## config.mk

```make
export PLATFORM = sky130hd
export DESIGN_NAME = position_move_controller_top
export DESIGN_NICKNAME = d
export VERILOG_FILES = /design/src/hdl/pmc_pkg.sv /design/src/hdl/position_move_controller_top.sv
export VERILOG_INCLUDE_DIRS = /design/src /design/src/hdl
export SDC_FILE = /design/constraint.sdc
export NUM_CORES = 1
export LEC_CHECK = 0
export BUFFER_PORTS_ARGS = -buffer_cell sky130_fd_sc_hd__buf_4
export CORE_MARGIN = 2
export CORE_UTILIZATION = 62
export DETAILED_ROUTE_END_ITERATION = 10
export PLACE_DENSITY = 0.86
export SLEW_MARGIN = 0
export SYNTH_ARGS = -nofsm -noshare
export SYNTH_HDL_FRONTEND = slang
export SYNTH_SLANG_ARGS = --single-unit
export TNS_END_PERCENT = 100
```

## constraint.sdc

```tcl
create_clock -name i_clk -period 5.94 [get_ports i_clk]
set_clock_uncertainty 0.15 [all_clocks]
set_input_delay 0.891 -clock i_clk [delete_from_list [all_inputs] [get_ports i_clk]]
set_output_delay 0.891 -clock i_clk [all_outputs]
set_load 0.005 [all_outputs]
```

## src/hdl/assert_macros.svh

```systemverilog
// assertion macros used by position_move_controller_top
// no dependencies; the checks drop out when SYNTHESIS is defined
`ifndef ASSERT_MACROS_SVH
`define ASSERT_MACROS_SVH
`ifndef SYNTHESIS
// implication checked on every rising clock edge outside reset
`define ASSERT_CHK(lbl, clk, rst_n, prop, msg) \
    lbl: assert property (@(posedge clk) disable iff (!(rst_n)) (prop)) else $error(msg);
// condition that must never be seen outside reset
`define ASSERT_NEVER(lbl, clk, rst_n, cond, msg) \
    lbl: assert property (@(posedge clk) disable iff (!(rst_n)) !(cond)) else $error(msg);
`else
`define ASSERT_CHK(lbl, clk, rst_n, prop, msg)
`define ASSERT_NEVER(lbl, clk, rst_n, cond, msg)
`endif
`endif

```

## src/hdl/pmc_pkg.sv

```systemverilog
// types and constants for the position move controller
// no dependencies; used by position_move_controller_top
`timescale 1ns / 1ps

package pmc_pkg;

    // controller phase codes
    typedef enum logic [1:0] {
        PH_IDLE   = 2'd0,
        PH_COARSE = 2'd1,
        PH_FINE   = 2'd2,
        PH_FAULT  = 2'd3
    } t_phase;

    // drive limits
    localparam int DRIVE_LIMIT    = 100;
    localparam int FINE_TOLERANCE = 1;
    localparam int DRIVE_W        = 8;

    // configuration port
    localparam int CFG_ADDR_W = 2;
    localparam int CFG_DATA_W = 10;
    localparam logic [CFG_ADDR_W-1:0] CFG_CRUISE_SPEED = 2'd0;
    localparam logic [CFG_ADDR_W-1:0] CFG_STALL_WINDOW = 2'd1;
    localparam logic [CFG_ADDR_W-1:0] CFG_STALL_MIN    = 2'd2;

    // register widths and reset values
    localparam int CRUISE_W = 7;
    localparam int WINDOW_W = 10;
    localparam int MIN_W    = 8;
    localparam logic [CRUISE_W-1:0] CRUISE_RESET = 7'd25;
    localparam logic [WINDOW_W-1:0] WINDOW_RESET = 10'd500;
    localparam logic [MIN_W-1:0]    MIN_RESET    = 8'd3;

    // result stream width: drive, phase, done, fault, cup lost, padded to bytes
    localparam int OUT_DATA_W = 16;

endpackage

```

## src/hdl/position_move_controller_top.sv

```systemverilog
// position move controller: coarse travel, stall check, fine approach
// depends on pmc_pkg and assert_macros.svh
`timescale 1ns / 1ps
`include "assert_macros.svh"

// Position move controller. Each request is either a start command (tuser 0),
// which latches target, direction and load presence and answers with cruise
// drive, or a one millisecond sample tick (tuser 1), which advances coarse
// travel, the windowed stall check, fine approach or the load-loss abort and
// answers with one result. Every request gives exactly one result. Requests
// are taken one per clock cycle unless results stall; each result passes
// the input register and the result register around the combinational
// control step. The result register lets a new request in while a finished
// result waits downstream. The user must write configuration through the
// cfg port only while no request is in flight; the block does not check it.
module position_move_controller_top #(
    parameter int POS_BITS = 16
) (
    input  logic                             i_clk,
    input  logic                             i_rst_n,
    // configuration write port
    input  logic                             i_cfg_we,
    input  logic [pmc_pkg::CFG_ADDR_W-1:0]   i_cfg_addr,
    input  logic [pmc_pkg::CFG_DATA_W-1:0]   i_cfg_data,
    // request stream
    input  logic                             s_axis_tvalid,
    output logic                             s_axis_tready,
    // target_position, encoder_position, cup_present, zero pad
    input  logic [((2*POS_BITS+8)/8)*8-1:0]  s_axis_tdata,
    // command
    input  logic                             s_axis_tuser,
    // result stream
    output logic                             m_axis_tvalid,
    input  logic                             m_axis_tready,
    // motor_drive, phase, move_done, stall_fault, cup_lost, zero pad
    output logic [pmc_pkg::OUT_DATA_W-1:0]   m_axis_tdata
);

    localparam int D = POS_BITS + 1;
    localparam int DW = pmc_pkg::DRIVE_W;
    localparam logic signed [D-1:0] TOL   = D'(pmc_pkg::FINE_TOLERANCE);
    localparam logic signed [D-1:0] LIM_P = D'(pmc_pkg::DRIVE_LIMIT);
    localparam logic signed [D-1:0] LIM_N = -D'(pmc_pkg::DRIVE_LIMIT);

    // configuration registers
    logic [pmc_pkg::CRUISE_W-1:0] r_cruise;
    logic [pmc_pkg::WINDOW_W-1:0] r_window;
    logic [pmc_pkg::MIN_W-1:0]    r_min_travel;

    // input register
    logic                       r_in_valid;
    logic                       r_in_cmd;
    logic signed [POS_BITS-1:0] r_in_target;
    logic signed [POS_BITS-1:0] r_in_enc;
    logic                       r_in_cup;

    // controller state
    pmc_pkg::t_phase            r_phase, n_phase;
    logic                       r_reverse, n_reverse;
    logic signed [POS_BITS-1:0] r_goal, n_goal;
    logic                       r_had_load, n_had_load;
    logic signed [POS_BITS-1:0] r_last_pos, n_last_pos;
    logic [pmc_pkg::WINDOW_W-1:0] r_win_cnt, n_win_cnt;

    // result register
    logic                 r_out_valid;
    logic signed [DW-1:0] r_out_drive, n_drive;
    logic [1:0]           r_out_phase;
    logic                 r_out_done, n_done;
    logic                 r_out_fault;
    logic                 r_out_lost, n_lost;

    // handshake
    logic w_adv, w_fire;
    assign w_adv  = !r_out_valid || m_axis_tready;
    assign w_fire = r_in_valid && w_adv;
    assign s_axis_tready = !r_in_valid || w_adv;

    // configuration writes, indexes beyond the list are ignored
    always_ff @(posedge i_clk) begin
        if (!i_rst_n) begin
            r_cruise     <= pmc_pkg::CRUISE_RESET;
            r_window     <= pmc_pkg::WINDOW_RESET;
            r_min_travel <= pmc_pkg::MIN_RESET;
        end else if (i_cfg_we) begin
            case (i_cfg_addr)
                pmc_pkg::CFG_CRUISE_SPEED: r_cruise <= i_cfg_data[pmc_pkg::CRUISE_W-1:0];
                pmc_pkg::CFG_STALL_WINDOW: r_window <= i_cfg_data[pmc_pkg::WINDOW_W-1:0];
                pmc_pkg::CFG_STALL_MIN:    r_min_travel <= i_cfg_data[pmc_pkg::MIN_W-1:0];
                default: ;
            endcase
        end
    end

    // input register valid
    always_ff @(posedge i_clk) begin
        if (!i_rst_n) begin
            r_in_valid <= 1'b0;
        end else if (s_axis_tvalid && s_axis_tready) begin
            r_in_valid <= 1'b1;
        end else if (w_fire) begin
            r_in_valid <= 1'b0;
        end
    end

    // input register payload
    always_ff @(posedge i_clk) begin
        if (s_axis_tvalid && s_axis_tready) begin
            r_in_cmd    <= s_axis_tuser;
            r_in_target <= s_axis_tdata[POS_BITS-1:0];
            r_in_enc    <= s_axis_tdata[2*POS_BITS-1:POS_BITS];
            r_in_cup    <= s_axis_tdata[2*POS_BITS];
        end
    end

    // position arithmetic, one bit wider than the positions
    logic signed [D-1:0] w_enc_x, w_goal_x, w_last_x;
    logic signed [D-1:0] w_rem, w_travel, w_along, w_rem_adj, w_half;
    logic [D-1:0]        w_abs_rem, w_abs_travel;
    assign w_enc_x  = $signed({r_in_enc[POS_BITS-1], r_in_enc});
    assign w_goal_x = $signed({r_goal[POS_BITS-1], r_goal});
    assign w_last_x = $signed({r_last_pos[POS_BITS-1], r_last_pos});
    assign w_rem    = w_goal_x - w_enc_x;
    assign w_travel = w_enc_x - w_last_x;
    assign w_abs_rem    = w_rem[D-1] ? D'(-w_rem) : D'(w_rem);
    assign w_abs_travel = w_travel[D-1] ? D'(-w_travel) : D'(w_travel);
    assign w_along   = r_reverse ? -w_rem : w_rem;
    // halve with truncation toward zero
    assign w_rem_adj = w_rem + $signed({{(D-1){1'b0}}, w_rem[D-1]});
    assign w_half    = w_rem_adj >>> 1;

    // decision signals
    logic w_start, w_active, w_lost_load, w_near, w_check, w_stalled;
    logic w_coarse_run, w_fine_eval, w_arrive, w_start_rev;
    assign w_start      = !r_in_cmd;
    assign w_active     = (r_phase == pmc_pkg::PH_COARSE) || (r_phase == pmc_pkg::PH_FINE);
    assign w_lost_load  = w_active && r_had_load && !r_in_cup;
    assign w_near       = w_abs_rem <= {{(D-pmc_pkg::CRUISE_W-1){1'b0}}, r_cruise, 1'b0};
    assign w_check      = r_win_cnt >= r_window;
    assign w_stalled    = w_abs_travel < {{(D-pmc_pkg::MIN_W){1'b0}}, r_min_travel};
    assign w_coarse_run = !w_start && !w_lost_load && (r_phase == pmc_pkg::PH_COARSE) && !w_near;
    assign w_fine_eval  = !w_start && !w_lost_load &&
                          ((r_phase == pmc_pkg::PH_FINE) ||
                           ((r_phase == pmc_pkg::PH_COARSE) && w_near));
    assign w_arrive     = !(w_along > TOL);
    assign w_start_rev  = r_in_target < r_in_enc;

    // cruise drive magnitude and signed drive
    logic [pmc_pkg::CRUISE_W-1:0] w_cruise_mag;
    logic signed [DW-1:0]         w_cruise_pos;
    logic signed [DW-1:0]         w_fine_drive;
    assign w_cruise_mag = (r_cruise > pmc_pkg::CRUISE_W'(pmc_pkg::DRIVE_LIMIT)) ?
                          pmc_pkg::CRUISE_W'(pmc_pkg::DRIVE_LIMIT) : r_cruise;
    assign w_cruise_pos = $signed({1'b0, w_cruise_mag});
    assign w_fine_drive = (w_half > LIM_P) ? DW'(LIM_P) :
                          (w_half < LIM_N) ? DW'(LIM_N) : w_half[DW-1:0];

    // next state
    always_comb begin
        n_phase    = r_phase;
        n_reverse  = r_reverse;
        n_goal     = r_goal;
        n_had_load = r_had_load;
        n_last_pos = r_last_pos;
        n_win_cnt  = r_win_cnt;
        if (w_start) begin
            n_goal     = r_in_target;
            n_reverse  = w_start_rev;
            n_had_load = r_in_cup;
            n_last_pos = r_in_enc;
            n_win_cnt  = '0;
            n_phase    = pmc_pkg::PH_COARSE;
        end else if (w_lost_load) begin
            n_phase = pmc_pkg::PH_IDLE;
        end else if (w_coarse_run) begin
            if (w_check) begin
                n_win_cnt = '0;
                if (w_stalled) begin
                    n_phase = pmc_pkg::PH_FAULT;
                end else begin
                    n_last_pos = r_in_enc;
                end
            end else begin
                n_win_cnt = r_win_cnt + 1'b1;
            end
        end else if (w_fine_eval) begin
            n_phase = w_arrive ? pmc_pkg::PH_IDLE : pmc_pkg::PH_FINE;
        end
    end

    // result fields
    always_comb begin
        n_drive = '0;
        n_done  = 1'b0;
        n_lost  = 1'b0;
        if (w_start) begin
            n_drive = w_start_rev ? -w_cruise_pos : w_cruise_pos;
        end else if (w_lost_load) begin
            n_lost = 1'b1;
        end else if (w_coarse_run) begin
            if (!(w_check && w_stalled)) begin
                n_drive = r_reverse ? -w_cruise_pos : w_cruise_pos;
            end
        end else if (w_fine_eval) begin
            if (w_arrive) begin
                n_done = 1'b1;
            end else begin
                n_drive = w_fine_drive;
            end
        end
    end

    // controller state registers
    always_ff @(posedge i_clk) begin
        if (!i_rst_n) begin
            r_phase    <= pmc_pkg::PH_IDLE;
            r_reverse  <= 1'b0;
            r_goal     <= '0;
            r_had_load <= 1'b0;
            r_last_pos <= '0;
            r_win_cnt  <= '0;
        end else if (w_fire) begin
            r_phase    <= n_phase;
            r_reverse  <= n_reverse;
            r_goal     <= n_goal;
            r_had_load <= n_had_load;
            r_last_pos <= n_last_pos;
            r_win_cnt  <= n_win_cnt;
        end
    end

    // result register valid
    always_ff @(posedge i_clk) begin
        if (!i_rst_n) begin
            r_out_valid <= 1'b0;
        end else if (w_fire) begin
            r_out_valid <= 1'b1;
        end else if (m_axis_tready) begin
            r_out_valid <= 1'b0;
        end
    end

    // result register payload
    always_ff @(posedge i_clk) begin
        if (w_fire) begin
            r_out_drive <= n_drive;
            r_out_phase <= n_phase;
            r_out_done  <= n_done;
            r_out_fault <= (n_phase == pmc_pkg::PH_FAULT);
            r_out_lost  <= n_lost;
        end
    end

    assign m_axis_tvalid = r_out_valid;
    assign m_axis_tdata  = {3'b000, r_out_lost, r_out_fault, r_out_done, r_out_phase,
                            r_out_drive};

    // checks
    `ASSERT_CHK(a_fault_no_drive, i_clk, i_rst_n,
        (r_out_valid && r_out_fault) |-> (r_out_drive == '0), "drive while stall fault")
    `ASSERT_CHK(a_done_is_idle, i_clk, i_rst_n,
        (r_out_valid && r_out_done) |-> (r_out_phase == pmc_pkg::PH_IDLE && !r_out_lost),
        "move done outside idle")
    `ASSERT_NEVER(a_drive_range, i_clk, i_rst_n,
        r_out_valid && (r_out_drive > DW'(pmc_pkg::DRIVE_LIMIT) ||
        r_out_drive < -DW'(pmc_pkg::DRIVE_LIMIT)), "drive beyond limit")
    `ASSERT_CHK(a_fault_sticky, i_clk, i_rst_n,
        (w_fire && r_phase == pmc_pkg::PH_FAULT && r_in_cmd) |=>
        (r_phase == pmc_pkg::PH_FAULT), "stall fault left without start")

endmodule
```

==> key figures, run 1 <==
Outcome
  • Status: completed

Worst setup path
  • Reg-to-reg slack, setup: 300 ps
  • Top delay family on crit path: compound AO/OA/AOI/OAI gates
  • Worst path max stage delay: around 560 ps
  • Worst path cell trace: inv_1 > ha_1 > inv_1 > fa_1 > a211oi_2 > o21ai_1 > a32oi_2 > o31a_1 > nand2_1 > o21ai_0 > ha_1 > a21boi_0 > o21a_1 > o21a_1 > o21a_1 > o21ai_0 > a21oi_1 > nor2_1 > o31ai_1 > or4_4 > nand2_2 > a21oi_1 > or4_1
  • Worst path most repeated cell: o21a_1
  • Crit path arrival time: 5650 ps
  • Maximum fanout along the worst path: 10
  • CP Data Required Time: 5950 ps
  • Crit path buffers/inverters: 2
  • Reg2reg end: r_out_drive[5]
  • Reg2Reg Launch Point: r_in_enc[0]
  • Slowest CP cell: or4_4
  • Setup crit start kind: register
  • Crit path kind: reg2reg
  • Reg2reg path depth: 23
  • Crit path capture type: register

CTS
  • Clock root buffer: clkbuf_16
  • Max Root-Sink Buffers: 2
  • Clk_lat worst skew: 430 ps
  • CTS Buf Count: 17
  • Cts repair resizes: 0
  • Clk slew on worst S/H paths: 60 ps
  • Clock Sinks: 120
  • H-Tree Depth: 4
  • Cts hold-fix bufs: 0
  • Postcts setup bufs: 0
  • CTS tree: done

Route
  • Drt total wl: 25400 µm
  • Total vias in the final route: 9030
  • Average wire per standard cell: 18.2 µm
  • Antenna-violating nets left: 0
  • Post-DR vias/cell: 6.46
  • Initial DRC Count: roughly 1000
  • Remaining DRCs: 0
  • Drt first pass iters: 6

Final layout
  • Most frequent cells in the layout: nand2_1 (120), nor2_1 (85), buf_4 (81)
  • Layout cells sized above 1: about an eighth
  • Layout area overhead: 13.8%
  • Most common cell after layout, fill and taps aside: nand2_1
  • Fin util: 71.9%
  • Antenna fix cells: 0
  • Final instance count without filler cells: 1397
  • Nets: about 1300

Timing
  • Final worst slack: 303 ps
  • Hold WS: 317 ps
  • Fin. Hold Viols: 0
  • Final slew viol count: 0
  • Relative slew slack: 32.5%
  • # setup viols final: 0
  • RSZ-0062 raised after global routing: false
  • Worst Max-Slew Pin Slew: 1010 ps
  • Fmax: 177 MHz
  • Setup tns final: 0 ps
  • Tcrit/Tclk final: 94.9%
  • Min cycle time layout: approximately 5600 ps

Place
  • Gpl congestion: 0.933
  • Port bufs: 65
  • Pre-CTS WS: 242 ps
  • Post-DP HPWL: ~18000 µm
  • Cells after DPL: ~1400

GRT
  • GRT Residual Overflow: 0
  • All-Layer GR Usage: about a third
  • Largest net degree at the start of global routing: 66
  • Initial antenna violation count: 0
  • Vias in the first global route: 8643
  • First-pass GRT wire length: 41300 µm

Logic synthesis
  • Area of the mapped netlist: about 9500 µm²
  • Total number of yosys warnings: 0
  • #FFs+latches synth: 120
  • Avg Cell Area, Syn: 8.38 µm²
  • Mapped Cells: between 1000 and 1500
  • Sequential element share of the synthesized area: 30.1%
  • Ys flop type: dfxtp_1
  • Post-synth ARST share: 0%
  • Synth cell types: 94
  • EDFF count, synth: 47

Power
  • Switching part of the total: 29.7%
  • Flop pwr share: 34.2%
  • Psw: ~0.80 mW
  • Comb power frac: 24.8%
  • Power density over cell area: 247 nW/µm²
  • Pint: 1.88 mW
  • Leakage power: 4.42 nW
  • Clock share of power: 41.0%
  • VDD IR max: 0.000207 V

Min path
  • Hold Crit Start: r_goal[0]
  • Hold Path End: r_goal[0]
  • Hold Crit Depth: 2
  • Worst hold path type: reg2reg

Floorplan
  • Row count: 45
  • Core Area: 15100 µm²
  • Die width: around 130 µm
  • Die area: 16400 µm²
  • Initial core utilization: between 60% and 70%
  • Io pins: 76
  • Die height: about 130 µm

Flow run
  • MaxCap Viol Count: 0
state kept, by name (all words and copies together) (netlist names), 2 cells and up:
name	flops
r_out_phase	2
r_win_cnt	10
r_cruise	7
r_out_drive	8
r_in_target	16
r_min_travel	8
r_goal	16
r_in_enc	16
r_window	10
r_last_pos	16
r_phase	2
synth_stat cells (8+ instances only):
library cell	instances	share of area, %
o21ai_0	41	2.2
a31oi_1	15	0.98
xnor2_1	26	2.4
mux2i_1	27	2.8
inv_1	77	3.0
a211oi_1	13	1.0
nor2b_1	27	1.8
a21o_1	21	1.7
nand3_1	24	1.3
edfxtp_1	47	15
a211o_1	9	0.83
nor4_1	10	0.66
o21ai_1	10	0.53
a21oi_1	59	3.1
o22ai_1	10	0.66
nand4_1	10	0.66
o211ai_1	26	2.0
o2111ai_1	12	1.1
nor3_1	18	0.95
clkbuf_1	29	1.1
nor2_1	85	3.3
buf_4	8	0.63
nand2_1	120	4.7
o21a_1	16	1.3
nand2b_1	17	1.1
or3_1	10	0.66
dfxtp_1	73	15
a21boi_0	28	2.2
ha_1	79	10
xor2_1	13	1.2
or2_2	8	0.53
and2_1	31	2.0
and3_1	14	0.92
power by group through the flow:
stage,Sequential [mW],Combinational [mW],Clock (mW)
2_1_floorplan,0.925,0.465,0
3_3_place_gp,0.931,0.616,0
3_5_place_dp,0.932,0.631,0
4_1_cts,0.916,0.648,1.10
5_1_grt,0.919,0.727,1.14
6_report,0.917,0.663,1.10
worst max path at each step:
| stage | start | end | slack, ps | depth (start not counted) |
|---|---|---|---|---|
| 2_1_floorplan | r_in_enc[0] | r_out_drive[5] | 830 | 23 |
| 3_3_place_gp | r_in_enc[0] | r_out_drive[5] | 410 | 22 |
| 3_5_place_dp | r_in_enc[0] | r_out_drive[5] | 240 | 22 |
| 4_1_cts | r_in_enc[0] | r_out_drive[5] | 190 | 22 |
| 5_1_grt | r_in_enc[0] | r_out_drive[5] | 80 | 22 |
| 6_report | r_in_enc[0] | r_out_drive[5] | 300 | 23 |
area by class of cell:
class                      count  area [µm²]
sequential                   120        2870
timing repair buffer          82         628
tap                          188         235
fill                        1166        4240
multi-input combinational    897        6190
clock inverter                10         139
clock buffer                  22         495
inverter                      78         293
routing by layer:
layer / track usage [%] / wire length (µm)
met5: 0 / 0
met2: 55.6 / 12500
met1: 38.8 / 10700
met4: 11.6 / 693
met3: 4.72 / 1430
through the flow:
| stage | power (mW) | cell area (µm²) |
|---|---|---|
| after CTS | 2.66 | 10800 |
| final | 2.68 | 10900 |
| after detailed placement | 1.56 | 10200 |
| after global routing | 2.79 | 10900 |
| after floorplan | 1.39 | 9540 |
| after global placement | 1.55 | 10200 |
logic make-up (layout without fill, tap and decap cells):
| group | count (synthesis) | after routing | synth area share (%) |
|---|---|---|---|
| compound gates | 329 | 329 | 24.5 |
| xor+xnor | 40 | 40 | 3.75 |
| fa+ha+maj | 81 | 81 | 10.8 |
| buf+inv | 123 | 192 | 5.30 |
| flops | 120 | 120 | 30.1 |
| mux | 31 | 31 | 3.31 |
| other cells | 1 | 3 | 0.0393 |
| simple gates | 413 | 413 | 22.2 |
tightest hold or removal path, stage by stage (launching register included):
cell and delay [ps]:
dfxtp_1 310, nand2_1 50, a21boi_0 60
Note: power is estimated with default switching activity, not from simulation.
==> run 2: changes to the inputs <==
--- a/config.mk
+++ b/config.mk
@@ -7,8 +7,10 @@
 export NUM_CORES = 1
 export LEC_CHECK = 0
 export BUFFER_PORTS_ARGS = -buffer_cell sky130_fd_sc_hd__buf_4
+export CELL_PAD_IN_SITES_DETAIL_PLACEMENT = 1
+export CELL_PAD_IN_SITES_GLOBAL_PLACEMENT = 1
 export CORE_MARGIN = 2
-export CORE_UTILIZATION = 62
+export CORE_UTILIZATION = 47
 export DETAILED_ROUTE_END_ITERATION = 10
 export PLACE_DENSITY = 0.86
 export SLEW_MARGIN = 0
==> run 2 against run 1 <==
Net effect:
- worst setup slack got worse by 92 ps
- wire length up 21%
- register-to-register slack got worse by 90 ps
- die area rose by 31%
- sequential cell count unchanged
- core utilization shrank 17 points
- worst hold slack better by 2.3 ps
- power is essentially flat
- sequential share of layout area shrank 0.36 points
- final area rose by 1.4%
==> key figures, run 2 (same netlist as run 1, synthesis figures left out) <==
CTS
  • Clk slew on worst S/H paths: 60 ps
  • Cts hold-fix bufs: 0
  • CTS tree: done
  • Clock root buffer: clkbuf_16
  • Clock Sinks: between 100 and 150
  • Clk_lat worst skew: 430 ps
  • Max Root-Sink Buffers: 2
  • H-Tree Depth: 4
  • CTS Buf Count: 17

Timing
  • Final slew viol count: 0
  • # setup viols final: 0
  • Hold WS: 319 ps
  • Relative slew slack: about a third
  • Worst Max-Slew Pin Slew: approximately 1000 ps
  • Min cycle time layout: 5730 ps
  • Fmax: around 170 MHz
  • Tcrit/Tclk final: 96.5%
  • Fin. Hold Viols: 0

Final layout
  • Most frequent cells in the layout: nand2_1 (120), buf_4 (88), nor2_1 (85)
  • Number of fill cells in the layout: 2444
  • Layout area overhead: 15.4%
  • Final instance count without filler cells: roughly 1500
  • Nets: between 1000 and 1500
  • Most common cell after layout, fill and taps aside: nand2_1
  • Post-route cell area: approximately 11000 µm²
  • Layout cells sized above 1: 13.5%

Worst setup path
  • Crit path capture type: register
  • Crit path kind: reg2reg
  • Crit path arrival time: 5750 ps
  • CP Data Required Time: 5960 ps
  • Worst path max stage delay: 570 ps
  • Slowest CP cell: or4_4
  • Maximum fanout along the worst path: 4
  • Reg2Reg Launch Point: r_in_enc[0]
  • Worst path most repeated cell: o21a_1
  • Setup crit start kind: register
  • Reg2reg end: r_out_drive[5]
  • Reg2reg path depth: 23
  • Worst path cell trace: inv_1 > ha_1 > inv_1 > fa_2 > a211oi_4 > o21ai_2 > a32oi_2 > o31a_1 > nand2_1 > o21ai_0 > ha_1 > a21boi_0 > o21a_1 > o21a_1 > o21a_1 > o21ai_0 > a21oi_1 > nor2_1 > o31ai_1 > or4_4 > a32oi_1 > nor2_1 > or4_1
  • Reg-to-reg slack, setup: ~210 ps

GRT
  • First-pass GRT wire length: 49600 µm
  • GRT Residual Overflow: 0
  • All-Layer GR Usage: between 20 and 30%
  • Initial antenna violation count: 1
  • Vias in the first global route: 9572
  • Largest net degree at the start of global routing: 66

Power
  • VDD IR max: about 0.00021 V
  • Leakage power: 4.45 nW
  • Power density over cell area: 243 nW/µm²
  • Pwr Total: 2.68 mW

Route
  • Post-DR vias/cell: 6.13
  • Average wire per standard cell: 20.6 µm
  • Drt first pass iters: 5
  • Drt total wl: 30600 µm
  • Remaining DRCs: 0
  • Initial DRC Count: 566
  • Antenna-violating nets left: 0
  • Total vias in the final route: 9108

Place
  • Dpl cell area: ~10000 µm²
  • Port bufs: 65
  • Gpl congestion: 0.904
  • Cells after DPL: 1453
  • Post-DP HPWL: 21900 µm

Min path
  • Hold Path End: r_goal[13]
  • Hold Crit Start: r_goal[13]
  • Hold Crit Depth: 2
  • Worst hold path type: reg2reg

Floorplan
  • Core Area: 20000 µm²
  • Die width: approximately 150 µm
  • Io pins: 76
  • Die area: 21400 µm²
  • Die height: 146 µm
  • Initial core utilization: 47.6%
  • Row count: 52

Flow run
  • MaxCap Viol Count: 0

Outcome
  • Status: completed
==> run 2: cell count changes in the layout (fill, tap and decap cells not counted), sizes merged <==
cell,before,now
buf,82,89
bufinv,3,1
clkbuf,22,23
clkinvlp,1,2
diode,0,1
==> run 2: worst max path at each step <==
| stage | start | endpoint | slack (ps) | cells after the start |
|---|---|---|---|---|
| floorplan | r_in_enc[0] | r_out_drive[5] | 830 | 23 |
| global placement | r_in_enc[2] | r_out_drive[5] | 350 | 22 |
| detailed placement | r_in_enc[2] | r_out_drive[5] | 250 | 22 |
| CTS | r_in_enc[0] | r_out_drive[5] | 90 | 23 |
| finish | r_in_enc[0] | r_out_drive[5] | 210 | 23 |
| global route | r_in_enc[0] | r_out_drive[5] | -4 | 23 |
==> run 2: layout make-up <==
class                           count  area [µm²]  area share, %
Tap cell                          270         338           3.07
Sequential cell                   120        2870           26.1
Antenna cell                        1        2.50         0.0227
Clock buffer                       23         532           4.83
Clock inverter                      9        83.8          0.762
Multi-Input combinational cell    897        6200           56.4
Inverter                           78         293           2.66
Timing Repair Buffer               89         681           6.19
==> run 2: layer usage <==
| metal | vias to the layer above | global-route usage, % | wire [µm] |
|---|---|---|---|
| li1 | 4299 | - | - |
| met1 | 4455 | 35.2 | 13100 |
| met2 | 281 | 50.1 | 15300 |
| met3 | 73 | 4.59 | 1200 |
| met4 | 0 | 11.7 | 1060 |
| met5 | - | 0 | 0 |
==> run 2: critical path: cells and delay by family (launching register included) <==
family,cells,cell delay [ps]
compound gates,13,2430
fa+ha+maj,3,900
buf+inv,2,170
flops,1,450
simple gates,5,1380
==> run 2: power by group <==
part | total (mW) | internal (mW) | switching, mW | leakage (nW)
Sequential | 0.919 | 0.894 | 0.0249 | 1.05
Combinational | 0.695 | 0.277 | 0.418 | 3.09
Clock | 1.06 | 0.672 | 0.393 | 0.301
==> run 2: what timing repair did <==
item | in CTS | in global routing
resized for setup | 0 | 8
endpoints found under the setup margin | 0 | 30
buffers inserted | 0 | 1
==> run 2: per-stage QoR <==
step | utilization, % | worst slack, ps | TNS, ps
2_1_floorplan | - | 831 | 0
5_1_grt | 54.9 | -4.37 | -4.37
3_3_place_gp | 51.6 | 353 | 0
6_report | 54.9 | 210 | 0
4_1_cts | 54.7 | 92.4 | 0
3_5_place_dp | 51.6 | 251 | 0
